$ cat src/rtl/rtcp_pkg.sv
// ----------------------------------------------------------------------------
// rtcp_pkg
// shared types and constants of the rtcp compound packet parser
// ----------------------------------------------------------------------------
package rtcp_pkg;

	localparam int unsigned QueueDepth = 4;
	localparam logic [7:0] PtFirst = 8'd200;
	localparam logic [7:0] PtLast = 8'd205;

	typedef enum logic [1:0] {
		KIND_HEADER = 2'd0,
		KIND_SDES = 2'd1,
		KIND_SEQ = 2'd2,
		KIND_ERROR = 2'd3
	} kind_t;

	localparam logic [2:0] TypeSdes = 3'd2;
	localparam logic [2:0] TypeNack = 3'd5;

	localparam logic ErrUnknown = 1'b0;
	localparam logic ErrTrunc = 1'b1;

	typedef enum logic [1:0] {
		SDES_TYPE = 2'd0,
		SDES_LEN = 2'd1,
		SDES_TEXT = 2'd2,
		SDES_DONE = 2'd3
	} sdes_t;

	// one classified job handed from the front to the back
	typedef struct packed {
		kind_t kind;
		logic [2:0] packet_type;
		logic [4:0] count_fmt;
		logic [15:0] length_words;
		logic [1:0] version;
		logic padding;
		logic [7:0] item_type;
		logic [7:0] item_length;
		logic [15:0] pid;
		logic [15:0] blp;
		logic error_code;
		logic hdr_last;
	} job_t;

	typedef struct packed {
		kind_t kind;
		logic [2:0] packet_type;
		logic [4:0] count_fmt;
		logic [15:0] length_words;
		logic [1:0] version;
		logic padding;
		logic [7:0] item_type;
		logic [7:0] item_length;
		logic [15:0] seq_number;
		logic error_code;
		logic last;
	} rec_t;

endpackage

$ cat src/rtl/rtcp_front.sv
// ----------------------------------------------------------------------------
// rtcp_front
// byte walker: decodes headers, sdes items, nack fci and errors into jobs
// ----------------------------------------------------------------------------
module rtcp_front (
	input logic clk,
	input logic arst_n,
	input logic in_valid,
	input logic [7:0] data_byte,
	input logic end_of_datagram,
	output logic job_valid,
	output rtcp_pkg::job_t job
);

	logic [17:0] pos_q, pbytes_q;
	logic [31:0] hdr_q;
	logic [2:0] type_q;
	rtcp_pkg::sdes_t sdes_q;
	logic [7:0] srem_q;
	logic [15:0] nack_q;
	logic [7:0] blp_hi_q;
	logic stop_q;

	logic [31:0] hdr_n;
	logic [7:0] pt;
	logic [2:0] type_c;
	logic [17:0] pbytes_c;
	logic bad, trunc, hdr_job, sdes_job, nack_job;

	always_comb begin
		hdr_n = pos_q <= 18'd3 ? {hdr_q[23:0], data_byte} : hdr_q;
		pt = hdr_n[23:16];
		bad = (pt < rtcp_pkg::PtFirst) || (pt > rtcp_pkg::PtLast);
		type_c = (pos_q == 18'd3) ? 3'(pt - rtcp_pkg::PtFirst) : type_q;
		pbytes_c = (pos_q == 18'd3) ? {hdr_n[15:0], 2'b11} : pbytes_q;
		trunc = end_of_datagram && (pos_q < 18'd3 || pos_q < pbytes_c);
		hdr_job = pos_q == 18'd3;
		sdes_job = type_c == rtcp_pkg::TypeSdes && pos_q >= 18'd8
			&& sdes_q == rtcp_pkg::SDES_LEN && pos_q != 18'd3;
		nack_job = type_c == rtcp_pkg::TypeNack && pos_q == 18'd15;
		job = '0;
		job.packet_type = type_c;
		job_valid = 1'b0;
		if (in_valid && !stop_q) begin
			if (hdr_job && bad) begin
				job_valid = 1'b1;
				job.kind = rtcp_pkg::KIND_ERROR;
				job.packet_type = '0;
				job.error_code = rtcp_pkg::ErrUnknown;
				job.hdr_last = 1'b1;
			end else if (trunc) begin
				job_valid = 1'b1;
				job.kind = rtcp_pkg::KIND_ERROR;
				job.packet_type = '0;
				job.error_code = rtcp_pkg::ErrTrunc;
				job.hdr_last = 1'b1;
			end else if (hdr_job) begin
				job_valid = 1'b1;
				job.kind = rtcp_pkg::KIND_HEADER;
				job.count_fmt = hdr_n[28:24];
				job.length_words = hdr_n[15:0];
				job.version = hdr_n[31:30];
				job.padding = hdr_n[29];
				job.hdr_last = 1'b1;
			end else if (sdes_job) begin
				job_valid = 1'b1;
				job.kind = rtcp_pkg::KIND_SDES;
				job.item_type = srem_q;
				job.item_length = data_byte;
				job.hdr_last = 1'b1;
			end else if (nack_job) begin
				job_valid = 1'b1;
				job.kind = rtcp_pkg::KIND_SEQ;
				job.pid = nack_q;
				job.blp = {blp_hi_q, data_byte};
			end
		end
	end

	always_ff @(posedge clk or negedge arst_n) begin
		if (!arst_n) begin
			pos_q <= '0;
			pbytes_q <= '0;
			hdr_q <= '0;
			type_q <= '0;
			sdes_q <= rtcp_pkg::SDES_TYPE;
			srem_q <= '0;
			nack_q <= '0;
			blp_hi_q <= '0;
			stop_q <= 1'b0;
		end else if (in_valid) begin
			if (stop_q || (hdr_job && bad) || trunc || end_of_datagram) begin
				pos_q <= '0;
				pbytes_q <= '0;
				hdr_q <= '0;
				type_q <= '0;
				sdes_q <= rtcp_pkg::SDES_TYPE;
				srem_q <= '0;
				nack_q <= '0;
				blp_hi_q <= '0;
				// stays stopped until the datagram ends
				stop_q <= !end_of_datagram && (stop_q || (hdr_job && bad));
			end else begin
				hdr_q <= hdr_n;
				type_q <= type_c;
				pbytes_q <= pbytes_c;
				if (hdr_job) begin
					sdes_q <= rtcp_pkg::SDES_TYPE;
					srem_q <= '0;
				end
				if (type_c == rtcp_pkg::TypeSdes && pos_q >= 18'd8) begin
					case (sdes_q)
						rtcp_pkg::SDES_TYPE: begin
							srem_q <= data_byte;
							sdes_q <= data_byte == 8'd0 ? rtcp_pkg::SDES_DONE
								: rtcp_pkg::SDES_LEN;
						end
						rtcp_pkg::SDES_LEN: begin
							srem_q <= data_byte;
							sdes_q <= data_byte != 8'd0 ? rtcp_pkg::SDES_TEXT
								: rtcp_pkg::SDES_TYPE;
						end
						rtcp_pkg::SDES_TEXT: begin
							srem_q <= srem_q - 8'd1;
							if (srem_q == 8'd1)
								sdes_q <= rtcp_pkg::SDES_TYPE;
						end
						default: ;
					endcase
				end
				if (type_c == rtcp_pkg::TypeNack && pos_q >= 18'd12 && pos_q <= 18'd13)
					nack_q <= {nack_q[7:0], data_byte};
				if (type_c == rtcp_pkg::TypeNack && pos_q == 18'd14)
					blp_hi_q <= data_byte;
				if (pos_q >= 18'd3 && pos_q == pbytes_c)
					pos_q <= '0;
				else
					pos_q <= pos_q + 18'd1;
			end
		end
	end

endmodule

$ cat src/rtl/rtcp_queue.sv
// ----------------------------------------------------------------------------
// rtcp_queue
// short job queue between front and back
// ----------------------------------------------------------------------------
module rtcp_queue #(
	parameter int unsigned Depth = rtcp_pkg::QueueDepth
) (
	input logic clk,
	input logic arst_n,
	input logic wr_en,
	input rtcp_pkg::job_t wr_data,
	output logic full,
	input logic rd_en,
	output logic empty,
	output rtcp_pkg::job_t rd_data
);

	localparam int unsigned Aw = (Depth > 1) ? $clog2(Depth) : 1;

	rtcp_pkg::job_t mem_q [Depth];
	logic [Aw-1:0] wp_q, rp_q;
	logic [Aw:0] cnt_q;

	assign full = cnt_q == (Aw+1)'(Depth);
	assign empty = cnt_q == '0;
	assign rd_data = mem_q[rp_q];

	always_ff @(posedge clk) begin
		if (wr_en && !full)
			mem_q[wp_q] <= wr_data;
	end

	always_ff @(posedge clk or negedge arst_n) begin
		if (!arst_n) begin
			wp_q <= '0;
			rp_q <= '0;
			cnt_q <= '0;
		end else begin
			if (wr_en && !full)
				wp_q <= (wp_q == Aw'(Depth - 1)) ? '0 : wp_q + 1'b1;
			if (rd_en && !empty)
				rp_q <= (rp_q == Aw'(Depth - 1)) ? '0 : rp_q + 1'b1;
			cnt_q <= cnt_q + (Aw+1)'(wr_en && !full) - (Aw+1)'(rd_en && !empty);
		end
	end

endmodule

$ cat src/rtl/rtcp_back.sv
// ----------------------------------------------------------------------------
// rtcp_back
// turns jobs into records; a nack gives one set blp bit per cycle on rec_ready
// ----------------------------------------------------------------------------
module rtcp_back (
	input logic clk,
	input logic arst_n,
	input logic job_present,
	input rtcp_pkg::job_t job,
	output logic job_take,
	output logic rec_valid,
	output rtcp_pkg::rec_t rec,
	input logic rec_ready
);

	// expansion step: 0 = pid, 1..16 = blp bit idx-1
	logic [4:0] idx_q;
	logic is_seq, emit;

	always_comb begin
		is_seq = job.kind == rtcp_pkg::KIND_SEQ;
		emit = job_present;
		rec = '0;
		rec.kind = job.kind;
		rec.packet_type = job.packet_type;
		rec.count_fmt = job.count_fmt;
		rec.length_words = job.length_words;
		rec.version = job.version;
		rec.padding = job.padding;
		rec.item_type = job.item_type;
		rec.item_length = job.item_length;
		rec.error_code = job.error_code;
		rec.last = job.hdr_last;
		if (is_seq) begin
			rec.seq_number = (idx_q == '0) ? job.pid : job.pid + 16'(idx_q);
			// find next after this emission
			rec.last = 1'b1;
			for (int i = 0; i < 16; i++)
				if (job.blp[i] && 5'(i) + 5'd1 > idx_q)
					rec.last = 1'b0;
		end
		rec_valid = emit;
		job_take = emit && rec_ready && rec.last;
	end

	logic [4:0] idx_n;
	always_comb begin
		idx_n = 5'd16;
		for (int i = 15; i >= 0; i--)
			if (job.blp[i] && 5'(i) + 5'd1 > idx_q)
				idx_n = 5'(i) + 5'd1;
	end

	always_ff @(posedge clk or negedge arst_n) begin
		if (!arst_n)
			idx_q <= '0;
		else if (rec_valid && rec_ready && is_seq)
			idx_q <= rec.last ? 5'd0 : idx_n;
	end

endmodule

$ cat src/rtl/rtcp_compound_packet_parser_top.sv
// ----------------------------------------------------------------------------
// rtcp_compound_packet_parser_top
// rtcp compound datagram parser, one byte per transfer
// ----------------------------------------------------------------------------
// usage:
//   input channel: push with data_byte and end_of_datagram; a transfer
//   happens when push is high and full is low
//   result channel: empty/pop; the oldest record sits on the ports while
//   empty is low and is consumed by a transfer with pop high
//   a byte's job is registered in the job queue, and its record shows once older records have been popped
//   throughput: one byte per cycle while full is low; a nack fci expands
//   into one record per cycle while pop is high (pid, then each set blp
//   bit) in the back end; full rises when the job queue fills, e.g. while
//   the consumer stalls or a nack expansion is in progress
//   reset clears the byte walker, the job queue and the expansion counter
//   each byte makes at most one job; the queue parts the walker from the
//   record output so either side may stall on its own
// ----------------------------------------------------------------------------
module rtcp_compound_packet_parser_top #(
	parameter int unsigned QueueDepth = rtcp_pkg::QueueDepth
) (
	input logic clk,
	input logic arst_n,
	input logic push,
	output logic full,
	input logic [7:0] data_byte,
	input logic end_of_datagram,
	output logic empty,
	input logic pop,
	output logic [1:0] kind,
	output logic [2:0] packet_type,
	output logic [4:0] count_fmt,
	output logic [15:0] length_words,
	output logic [1:0] version,
	output logic padding,
	output logic [7:0] item_type,
	output logic [7:0] item_length,
	output logic [15:0] seq_number,
	output logic error_code,
	output logic last
);

	logic job_valid, q_full, q_empty, job_take, rec_valid;
	rtcp_pkg::job_t job, q_job;
	rtcp_pkg::rec_t rec;

	// stall input whenever the queue cannot take a job
	assign full = q_full;

	rtcp_front u_front (
		.clk(clk), .arst_n(arst_n),
		.in_valid(push && !q_full),
		.data_byte(data_byte), .end_of_datagram(end_of_datagram),
		.job_valid(job_valid), .job(job)
	);

	rtcp_queue #(.Depth(QueueDepth)) u_queue (
		.clk(clk), .arst_n(arst_n),
		.wr_en(job_valid), .wr_data(job), .full(q_full),
		.rd_en(job_take), .empty(q_empty), .rd_data(q_job)
	);

	rtcp_back u_back (
		.clk(clk), .arst_n(arst_n),
		.job_present(!q_empty), .job(q_job), .job_take(job_take),
		.rec_valid(rec_valid), .rec(rec), .rec_ready(pop)
	);

	assign empty = !rec_valid;
	assign kind = rec.kind;
	assign packet_type = rec.packet_type;
	assign count_fmt = rec.count_fmt;
	assign length_words = rec.length_words;
	assign version = rec.version;
	assign padding = rec.padding;
	assign item_type = rec.item_type;
	assign item_length = rec.item_length;
	assign seq_number = rec.seq_number;
	assign error_code = rec.error_code;
	assign last = rec.last;

endmodule

$ cat config.mk
export PLATFORM = sky130hd
export DESIGN_NAME = rtcp_compound_packet_parser_top
export DESIGN_NICKNAME = d
export VERILOG_FILES = /design/src/rtl/rtcp_pkg.sv /design/src/rtl/rtcp_front.sv /design/src/rtl/rtcp_queue.sv /design/src/rtl/rtcp_back.sv /design/src/rtl/rtcp_compound_packet_parser_top.sv
export SDC_FILE = /design/constraint.sdc
export NUM_CORES = 1
export LEC_CHECK = 0
export ABC_CLOCK_PERIOD_IN_PS = 7200
export BUFFER_PORTS_ARGS = -buffer_cell sky130_fd_sc_hd__buf_2
export CAP_MARGIN = 20
export CORE_ASPECT_RATIO = 0.75
export CORE_MARGIN = 5
export CORE_UTILIZATION = 54
export DETAILED_ROUTE_END_ITERATION = 6
export PLACE_DENSITY = 0.72
export SYNTH_ARGS = -nofsm -noshare
export SYNTH_HDL_FRONTEND = slang
export SYNTH_SLANG_ARGS = --single-unit
export TNS_END_PERCENT = 5
$ cat constraint.sdc
create_clock -name clk -period 7.2 [get_ports clk]
set_input_delay 0.72 -clock clk [delete_from_list [all_inputs] [get_ports clk]]
set_output_delay 0.72 -clock clk [all_outputs]
set_load 0.03 [all_outputs]
==> impl_metrics.json, run 1 <==
{
  "status": "finished clean",
  "nFillCells": 2442,
  "post_cts_resized": 0,
  "nNetsFinal": 1341,
  "cts_buffers": 40,
  "skew_ns": 0.0124,
  "synthFlopType": "edfxtp_1",
  "root_buffer": "clkbuf_16",
  "place.gp.congestion": 0.903,
  "netlist.top_cell.by_area": "edfxtp_1",
  "power_mw": 7.96,
  "post_synth.cell_area_avg_um2": 15.3,
  "relSlewSlack_pct": 34.7,
  "r2r_end": "u_queue.mem_q[0][11]",
  "path_cells": "nor4_1, and4_1, nand3_1, buf_4, mux2i_1, ha_1, a21o_1, a21o_1, a221oi_1, o31ai_1, a21oi_2, o21a_2, and2_4, buf_4",
  "initial_core_util_pct": 55.2,
  "drt_first_iter_violations": 1243,
  "drc": 0,
  "critPathCaptureType": "flop",
  "grtUsageTotal_pct": 21.4,
  "grt_antenna_before_repair": 1,
  "synth.top_cell.area_share_pct": 51.0,
  "synth_edf_count": 316,
  "p_clk_share_pct": 27.2,
  "p_sw_share_pct": 34.4,
  "die_area_um2": 38300,
  "cts_hold_buf": 0,
  "maxCapViolCount": 0,
  "cts_tree": "yes",
  "async_flop_share_pct": 25.8,
  "fmax_ghz": 0.183,
  "worstPathMaxFanout": 50,
  "switching_power_mw": 2.74,
  "die_y_um": 171,
  "grt-ovfl-total": 0,
  "crit_path_top_delay_cell": "and2_4",
  "period_needed_ns": 5.48,
  "tightest_slew_ns": 0.978,
  "sequentialPowerShare_pct": 40.9,
  "irDropWorstVdd_mv": 0.187,
  "clock_path_buffers": 3,
  "cpPeakStageDelay_ns": 0.69,
  "worstSetupPathType": "flop to flop",
  "num_rows": 58,
  "finalMaxSlewViolations": 0,
  "whs_ns": 0.184,
  "path_depth": 14,
  "p_int_mw": 5.23,
  "finalCritPeriodShare_pct": 76.1,
  "synthTopCellsByArea": "edfxtp_1 51%, dfrtp_1 15%, mux4_2 7.9%",
  "first_pass_iters": 5,
  "layout_commonest_cell": "edfxtp_1",
  "seq_area_um2": 12200,
  "pre_cts_slack_ns": 1.81,
  "die_w_um": 224,
  "cp_top_family": "simple AND/OR/NAND/NOR gates",
  "cp.arrival_ns": 5.70,
  "power_frac_comb_pct": 31.9,
  "grt_max_degree": 66,
  "grt_pass1_wl_um": 63800,
  "syn_area_um2": 18600,
  "r2r_start": "u_front.pos_q[16]",
  "dr_total_vias": 10900,
  "startpoint_type": "flop",
  "setup_slack_ns": 1.72,
  "grt_setup_unrepaired": "false",
  "multi_input_area_um2": 5980,
  "htree_levels": 2,
  "setup_violations": 0,
  "grt_pass1_vias": 10600,
  "ios": 78,
  "synth.net_count": 1265,
  "worst-r2r-setup-slack_ns": 1.72,
  "dpl_cell_area_um2": 19400,
  "insertedDiodeCount": 0,
  "required_ns": 7.42,
  "postCtsSetupRepairBufs": 0,
  "clk_latency_ns": 0.54,
  "yosysWarningCount": 0,
  "core-area_um2": 33700,
  "ff2ff_path_depth": 14,
  "ant_nets": 0,
  "design_area_um2": 20800,
  "clock-sinks": 426,
  "syn_inst": 1213,
  "mostFrequentLayoutCells": "316 x edfxtp_1, 108 x dfrtp_1, 78 x nand2_1",
  "ys_seq_area_share_pct": 65.8,
  "hold_viol": 0,
  "layout-drive-gt1-share_pct": 18.9,
  "hp-class": "input port to asynchronous set/reset pin",
  "syn_to_final_growth_pct": 11.8,
  "synth-seq-cells": 426,
  "ys_types": 78,
  "critPathBufInv": 2,
  "powerDensity_nw_per_um2": 383,
  "wl_per_cell_um": 23.0,
  "wl_um": 40800,
  "path_clk_slew_ns": 0.06,
  "port_buffers": 77,
  "leakage_nw": 7.93,
  "fin_setup_tns_ns": 0,
  "dp_hpwl_um": 25800,
  "avgViaCountPerCell": 6.13
}
==> worst register-to-register path: stages (launching register included) <==
cell and delay, ns:
dfrtp_1 0.43, nor4_1 0.43, and4_1 0.38, nand3_1 0.30
buf_4 0.35, mux2i_1 0.26, ha_1 0.28, a21o_1 0.18
a21o_1 0.17, a221oi_1 0.32, o31ai_1 0.16, a21oi_2 0.46
o21a_2 0.32, and2_4 0.69, buf_4 0.43
==> logic make-up (layout without fill, tap and decap cells) <==
logic type | Yosys count | after routing | share of synthesized area, %
AO/OA/AOI/OAI | 229 | 229 | 8.51
buffers and inverters | 89 | 197 | 2.18
flip-flops | 426 | 426 | 65.8
XOR/XNOR | 19 | 19 | 0.894
AND/OR/NAND/NOR | 310 | 310 | 8.93
adder cells (fa/ha/maj) | 39 | 39 | 2.70
multiplexers | 101 | 101 | 11.0
==> power groups by stage <==
stage | clock (mW) | sequential (mW) | combinational [mW]
2_1_floorplan | 0 | 3.10 | 2.06
3_3_place_gp | 0 | 3.30 | 2.53
3_5_place_dp | 0 | 3.31 | 2.56
4_1_cts | 2.20 | 3.26 | 2.57
5_1_grt | 2.30 | 3.30 | 2.74
6_report | 2.16 | 3.26 | 2.54
==> flip-flops by register name, indices dropped and copies added, names as in the netlist, 5 cells and up <==
name,count
u_front.pos_q,18
u_back.idx_q,5
u_front.blp_hi_q,8
u_front.srem_q,8
u_front.nack_q,16
u_front.pbytes_q,18
u_queue.mem_q,316
u_front.hdr_q,24
==> metrics by stage <==
stage | instances | util (%)
CTS | 1770 | 61.6
detailed placement | 1696 | 57.6
global route | 1771 | 61.6
global placement | 1696 | 57.6
finish | 1771 | 61.6
floorplan | 1213 | -
==> cell type report <==
| type | instances | share of cell area [%] |
|---|---|---|
| clock buffer | 60 | 5.67 |
| tap | 450 | 2.71 |
| multi-input combinational | 698 | 28.8 |
| inverter | 26 | 0.469 |
| timing repair buffer | 97 | 2.65 |
| sequential | 426 | 58.9 |
| clock inverter | 14 | 0.854 |
==> metal layers <==
layer  global-route usage (%)  vias up  wire length [um]  part of all wire [%]
li1                         -     4870                 -                     -
met1                     33.4     5539             18400                    45
met2                     33.0      409             19000                    47
met3                     3.16       39              2870                   7.0
met4                     3.65        0               488                   1.2
met5                        0        -                 0                     0
==> synth_stat cells, types with 10 or more instances <==
master    number
o22ai_1       10
xnor2_1       10
a22o_1        55
and2_1        78
nand3_1       16
a21oi_1       28
nor2_1        46
nand4_1       11
clkbuf_1      35
edfxtp_1     316
buf_2         17
dfrtp_1      110
nor4_1        10
mux4_1        13
inv_1         26
nor3_1        17
ha_1          37
mux2i_1       19
nand2_1       78
o21ai_0       62
mux4_2        65
==> worst max-delay path by stage <==
stage,startpoint,end,slack [ns]
floorplan,u_front.pos_q[13],u_queue.mem_q[0][0],1.59
global route,u_front.pos_q[16],u_queue.mem_q[1][39],1.36
finish,u_front.pos_q[16],u_queue.mem_q[0][11],1.72
detailed placement,u_front.pos_q[16],u_queue.mem_q[0][2],1.81
global placement,u_front.pos_q[16],u_queue.mem_q[0][2],1.91
CTS,u_front.pos_q[16],u_queue.mem_q[0][11],1.77
No activity file was read; power rests on OpenSTA's default activity.
==> run 2: changes to the inputs <==
- ABC_CLOCK_PERIOD_IN_PS: 7200 -> 5200
- clock period: 7.2 -> 5.2 ns (I/O delays scaled with it)
==> run 2 against run 1 <==
  * Hold slack worse by 0.15 ns
  * Register-to-register slack worse by 0.98 ns
  * Combinational power is 43% higher
==> impl_metrics.json, run 2 (same netlist as run 1, synthesis figures left out) <==
{
  "path_clk_slew_ns": 0.06,
  "grt_pass1_vias": 10600,
  "port_buffers": 77,
  "powerDensity_nw_per_um2": 528,
  "initial_core_util_pct": 55.2,
  "irDropWorstVdd_mv": 0.297,
  "postCtsSetupRepairBufs": 0,
  "nNetsFinal": 1347,
  "fmax_ghz": 0.212,
  "top_register": "u_queue.mem_q",
  "wl_per_cell_um": 23.2,
  "post_cts_resized": 0,
  "cp.arrival_ns": 4.20,
  "die_area_um2": 38300,
  "worstSetupPathType": "flop to primary output",
  "critPathCaptureType": "primary output",
  "grtUsageTotal_pct": 21.6,
  "grt_max_degree": 80,
  "first_pass_iters": 5,
  "tightest_slew_ns": 0.963,
  "root_buffer": "clkbuf_16",
  "finalCritPeriodShare_pct": 90.8,
  "required_ns": 4.68,
  "place.gp.congestion": 0.886,
  "htree_levels": 2,
  "startpoint_type": "flop",
  "worst-r2r-setup-slack_ns": 0.74,
  "relSlewSlack_pct": 35.7,
  "startpoint": "u_queue.rp_q[0]",
  "hold_viol": 0,
  "r2r_start": "u_front.pos_q[16]",
  "clock-sinks": 426,
  "grt_setup_unrepaired": "false",
  "critPathCapture": "seq_number[14]",
  "dr_total_vias": 11000,
  "ant_nets": 0,
  "grt_pass1_wl_um": 64500,
  "worstPathMaxFanout": 44,
  "grt_antenna_before_repair": 2,
  "largest_reg_flops": 316,
  "cts_tree": "yes",
  "design_area_um2": 20900,
  "layout_commonest_cell": "edfxtp_1",
  "finalMaxSlewViolations": 0,
  "cts_hold_buf": 0,
  "wl_um": 41300,
  "largestRegisters": "u_queue.mem_q: 316 flops, u_front.hdr_q: 24 flops",
  "r2r_end": "u_queue.mem_q[3][75]",
  "leakage_nw": 7.98,
  "dpl_cell_area_um2": 19600,
  "ff2ff_path_depth": 14,
  "avgViaCountPerCell": 6.17,
  "status": "finished clean",
  "layout-drive-gt1-share_pct": 19.5,
  "cts_buffers": 41,
  "period_needed_ns": 4.72,
  "insertedDiodeCount": 0,
  "maxCapViolCount": 0,
  "ios": 78,
  "dp_hpwl_um": 26300,
  "num_rows": 58,
  "clk_latency_ns": 0.55,
  "die_w_um": 224,
  "fin_setup_tns_ns": 0,
  "grt-ovfl-total": 0,
  "clock_path_buffers": 3,
  "drc": 0,
  "skew_ns": 0.0221,
  "drt_first_iter_violations": 1232,
  "whs_ns": 0.0337,
  "setup_violations": 0,
  "syn_to_final_growth_pct": 12.3,
  "hp-class": "input port to asynchronous set/reset pin",
  "mostFrequentLayoutCells": "316 x edfxtp_1, 108 x dfrtp_1, 78 x nand2_1",
  "die_y_um": 171,
  "core-area_um2": 33700
}
==> run 2: worst max-delay path, stage by stage (launching register included) <==
cell,delay [ns]
dfrtp_4,0.95
buf_4,0.57
mux4_2,0.64
ha_1,0.34
o21ai_0,0.12
a21oi_1,0.40
nand4_1,0.17
xor2_1,0.17
nor2_1,0.08
buf_2,0.22
==> run 2: stage by stage <==
step | total power, mW | worst slack, ns | std cells | util, %
6_report | 11.0 | 0.480 | 1778 | 62.0
5_1_grt | 11.6 | 0.101 | 1778 | 62.0
4_1_cts | 11.1 | 0.318 | 1777 | 61.9
3_5_place_dp | 8.18 | 0.748 | 1701 | 57.9
3_3_place_gp | 8.12 | 0.793 | 1701 | 57.9
2_1_floorplan | 7.15 | -0.414 | 1213 | -
==> run 2: worst min-delay path by stage <==
stage                        startpoint             endpoint  slack [ns]
finish                           arst_n    u_front.pos_q[12]        0.03
global route                     arst_n    u_front.pos_q[12]        0.09
CTS                              arst_n    u_front.pos_q[12]        0.05
detailed placement  u_front.pbytes_q[6]  u_front.pbytes_q[6]        0.47
global placement    u_front.pbytes_q[4]  u_front.pbytes_q[4]        0.46
floorplan                        arst_n      u_back.idx_q[0]        0.22
==> run 2: cell type report <==
type | count | area [um2]
fill | 2440 | 12800
multi-input combinational | 698 | 5990
sequential | 426 | 12200
clock inverter | 18 | 169
tap | 450 | 563
clock buffer | 58 | 1170
inverter | 26 | 97.6
timing repair buffer | 102 | 667
==> run 2: layer usage <==
layer,vias up,GRT usage (%),wire [um]
met5,-,0,0
met4,0,4.34,688
met3,57,3.48,2520
met2,379,33.0,19200
met1,5627,33.7,18900
li1,4899,-,-
==> run 2: power breakdown <==
| group | internal [mW] | switching, mW |
|---|---|---|
| logic | 1.41 | 2.21 |
| clock network | 1.69 | 1.25 |
| registers | 4.09 | 0.393 |
| total | 7.18 | 3.86 |
==> run 3: changes to the inputs <==
- ABC_CLOCK_PERIOD_IN_PS: 5200 -> 5600
- clock period: 5.2 -> 5.6 ns (I/O delays scaled with it)
==> run 3 against run 2 <==
  * Largest power group unchanged
  * Largest cell class unchanged
  * Routed wire length increased by 0.48%
  * Via count increased by 0.25%
  * Sequential power decreased by 7.6%
  * Register-to-register slack improved by 0.13 ns
  * Critical path depth increased by 1
  * Total power decreased by 6.2%
  * Die area unchanged
  * Critical path type unchanged
  * Global-route usage increased by 0.30 points
==> impl_metrics.json, run 3 (same netlist as run 1, synthesis figures left out) <==
{
  "status": "finished clean",
  "r2r_start": "u_front.pos_q[4]",
  "worstPathMaxFanout": 44,
  "required_ns": 5.04,
  "grt_max_degree": 59,
  "startpoint": "u_queue.rp_q[0]",
  "ios": 78,
  "first_pass_iters": 7,
  "p_int_mw": 6.75,
  "dp.cells": 1709,
  "wl_per_cell_um": 23.2,
  "die_w_um": 224,
  "maxCapViolCount": 0,
  "layout_commonest_cell": "edfxtp_1",
  "cts_buffers": 41,
  "wl_um": 41500,
  "sequentialPowerShare_pct": 40.0,
  "relSlewSlack_pct": 30.2,
  "num_rows": 58,
  "dpl_cell_area_um2": 19600,
  "grt_pass1_vias": 10900,
  "grt-ovfl-total": 0,
  "layout-drive-gt1-share_pct": 20.4,
  "postCtsSetupRepairBufs": 0,
  "drc": 0,
  "cp_top_family": "flip-flops",
  "irDropWorstVdd_mv": 0.305,
  "largest_reg_flops": 316,
  "clock-sinks": 426,
  "port_buffers": 77,
  "fmax_ghz": 0.204,
  "top_register": "u_queue.mem_q",
  "switching_power_mw": 3.61,
  "leakage_nw": 8.05,
  "place.gp.congestion": 0.890,
  "finalCritPeriodShare_pct": 87.4,
  "drt_first_iter_violations": 1030,
  "tightest_slew_ns": 1.04,
  "cp.arrival_ns": 4.33,
  "period_needed_ns": 4.89,
  "clock_path_buffers": 3,
  "cts_hold_buf": 0,
  "grt_setup_unrepaired": "false",
  "dp_hpwl_um": 27100,
  "skew_ns": 0.0152,
  "startpoint_type": "flop",
  "design_area_um2": 21000,
  "path_cells": "buf_4, mux4_2, ha_1, o21a_1, o21ai_0, a21oi_1, nand4_1, xor2_1, nor2_1, buf_2",
  "powerDensity_nw_per_um2": 493,
  "whs_ns": 0.0990,
  "avgViaCountPerCell": 6.16,
  "grtUsageTotal_pct": 21.9,
  "insertedDiodeCount": 0,
  "power_frac_comb_pct": 32.8,
  "finalMaxSlewViolations": 0,
  "clk_latency_ns": 0.55,
  "htree_levels": 2,
  "final_cells": 1785,
  "ant_nets": 0,
  "crit_path_top_delay_cell": "dfrtp_4",
  "hp-class": "input port to asynchronous set/reset pin",
  "cpPeakStageDelay_ns": 0.96,
  "p_sw_share_pct": 34.9,
  "cts_tree": "yes",
  "worstSetupPathType": "flop to primary output",
  "post_cts_resized": 0,
  "path_clk_slew_ns": 0.06,
  "p_clk_share_pct": 27.2,
  "grt_pass1_wl_um": 65300,
  "largestRegisters": "u_queue.mem_q: 316 flops, u_front.hdr_q: 24 flops",
  "critPathCaptureType": "primary output",
  "setup_violations": 0,
  "hold_viol": 0,
  "nNetsFinal": 1354,
  "root_buffer": "clkbuf_16",
  "die_y_um": 171,
  "grt_antenna_before_repair": 0,
  "mostFrequentLayoutCells": "316 x edfxtp_1, 108 x dfrtp_1, 78 x nand2_1",
  "core-area_um2": 33700,
  "utilization_pct": 62.3,
  "die_area_um2": 38300,
  "syn_to_final_growth_pct": 13.0,
  "dr_total_vias": 11000,
  "critPathBufInv": 2,
  "initial_core_util_pct": 55.2
}
==> run 3: cell count changes in the layout (fill, tap and decap cells not counted), moves of 2 or more <==
cell        delta
buf_4          +7
clkinvlp_4     +2
clkinv_1       -5
clkinv_2       +6
inv_6          -2
clkbuf_1       -2
==> run 3: worst reg2reg max path: cells and delay by family (launching register included) <==
kind | cells | cell delay [ns]
AND/OR/NAND/NOR | 5 | 1.78
adder cells (fa/ha/maj) | 1 | 0.28
buffers and inverters | 3 | 0.75
flip-flops | 1 | 0.45
multiplexers | 1 | 0.26
AO/OA/AOI/OAI | 4 | 0.91
==> run 3: path summary, 6_finish.rpt <==
check | to | slack [ns] | depth (start not counted)
hold reg to reg | u_front.pbytes_q[14] | 0.48 | 2
setup reg to reg | u_queue.mem_q[2][72] | 0.87 | 14
setup / recovery | seq_number[14] | 0.71 | 10
min in group clk | u_front.stop_q | 0.31 | 2
max in group asynchronous | u_front.hdr_q[21] | 4.34 | 2
hold / removal | u_front.pos_q[4] | 0.1 | 1
==> run 3: layout make-up <==
type / instances / area (um2)
clock buffer: 56 / 1170
tap: 450 / 563
sequential: 426 / 12200
clock inverter: 20 / 225
timing repair buffer: 109 / 728
multi-input combinational: 698 / 5990
fill: 2398 / 12700
inverter: 26 / 97.6
==> run 3: per-stage QoR <==
stage	TNS (ns)	setup slack (ns)	total power, mW
5_1_grt	0	0.334	10.8
4_1_cts	0	0.587	10.4
2_1_floorplan	-3.43	-0.0145	6.64
6_report	0	0.707	10.4
3_5_place_dp	0	0.876	7.63
3_3_place_gp	0	1.06	7.57
==> run 3: per-layer routing <==
layer	vias to the layer above	routed length, um	global-route usage [%]
met4	0	586	4.37
met1	5601	18100	32.7
met5	-	0	0
li1	4907	-	-
met2	429	19600	34.4
met3	52	3150	4.48
==> run 3: power groups by stage <==
stage	sequential [mW]	combinational [mW]	clock, mW
after global routing	4.19	3.66	3.00
after CTS	4.14	3.44	2.86
final	4.14	3.40	2.82
after floorplan	3.98	2.65	0
after detailed placement	4.20	3.42	0
after global placement	4.19	3.38	0
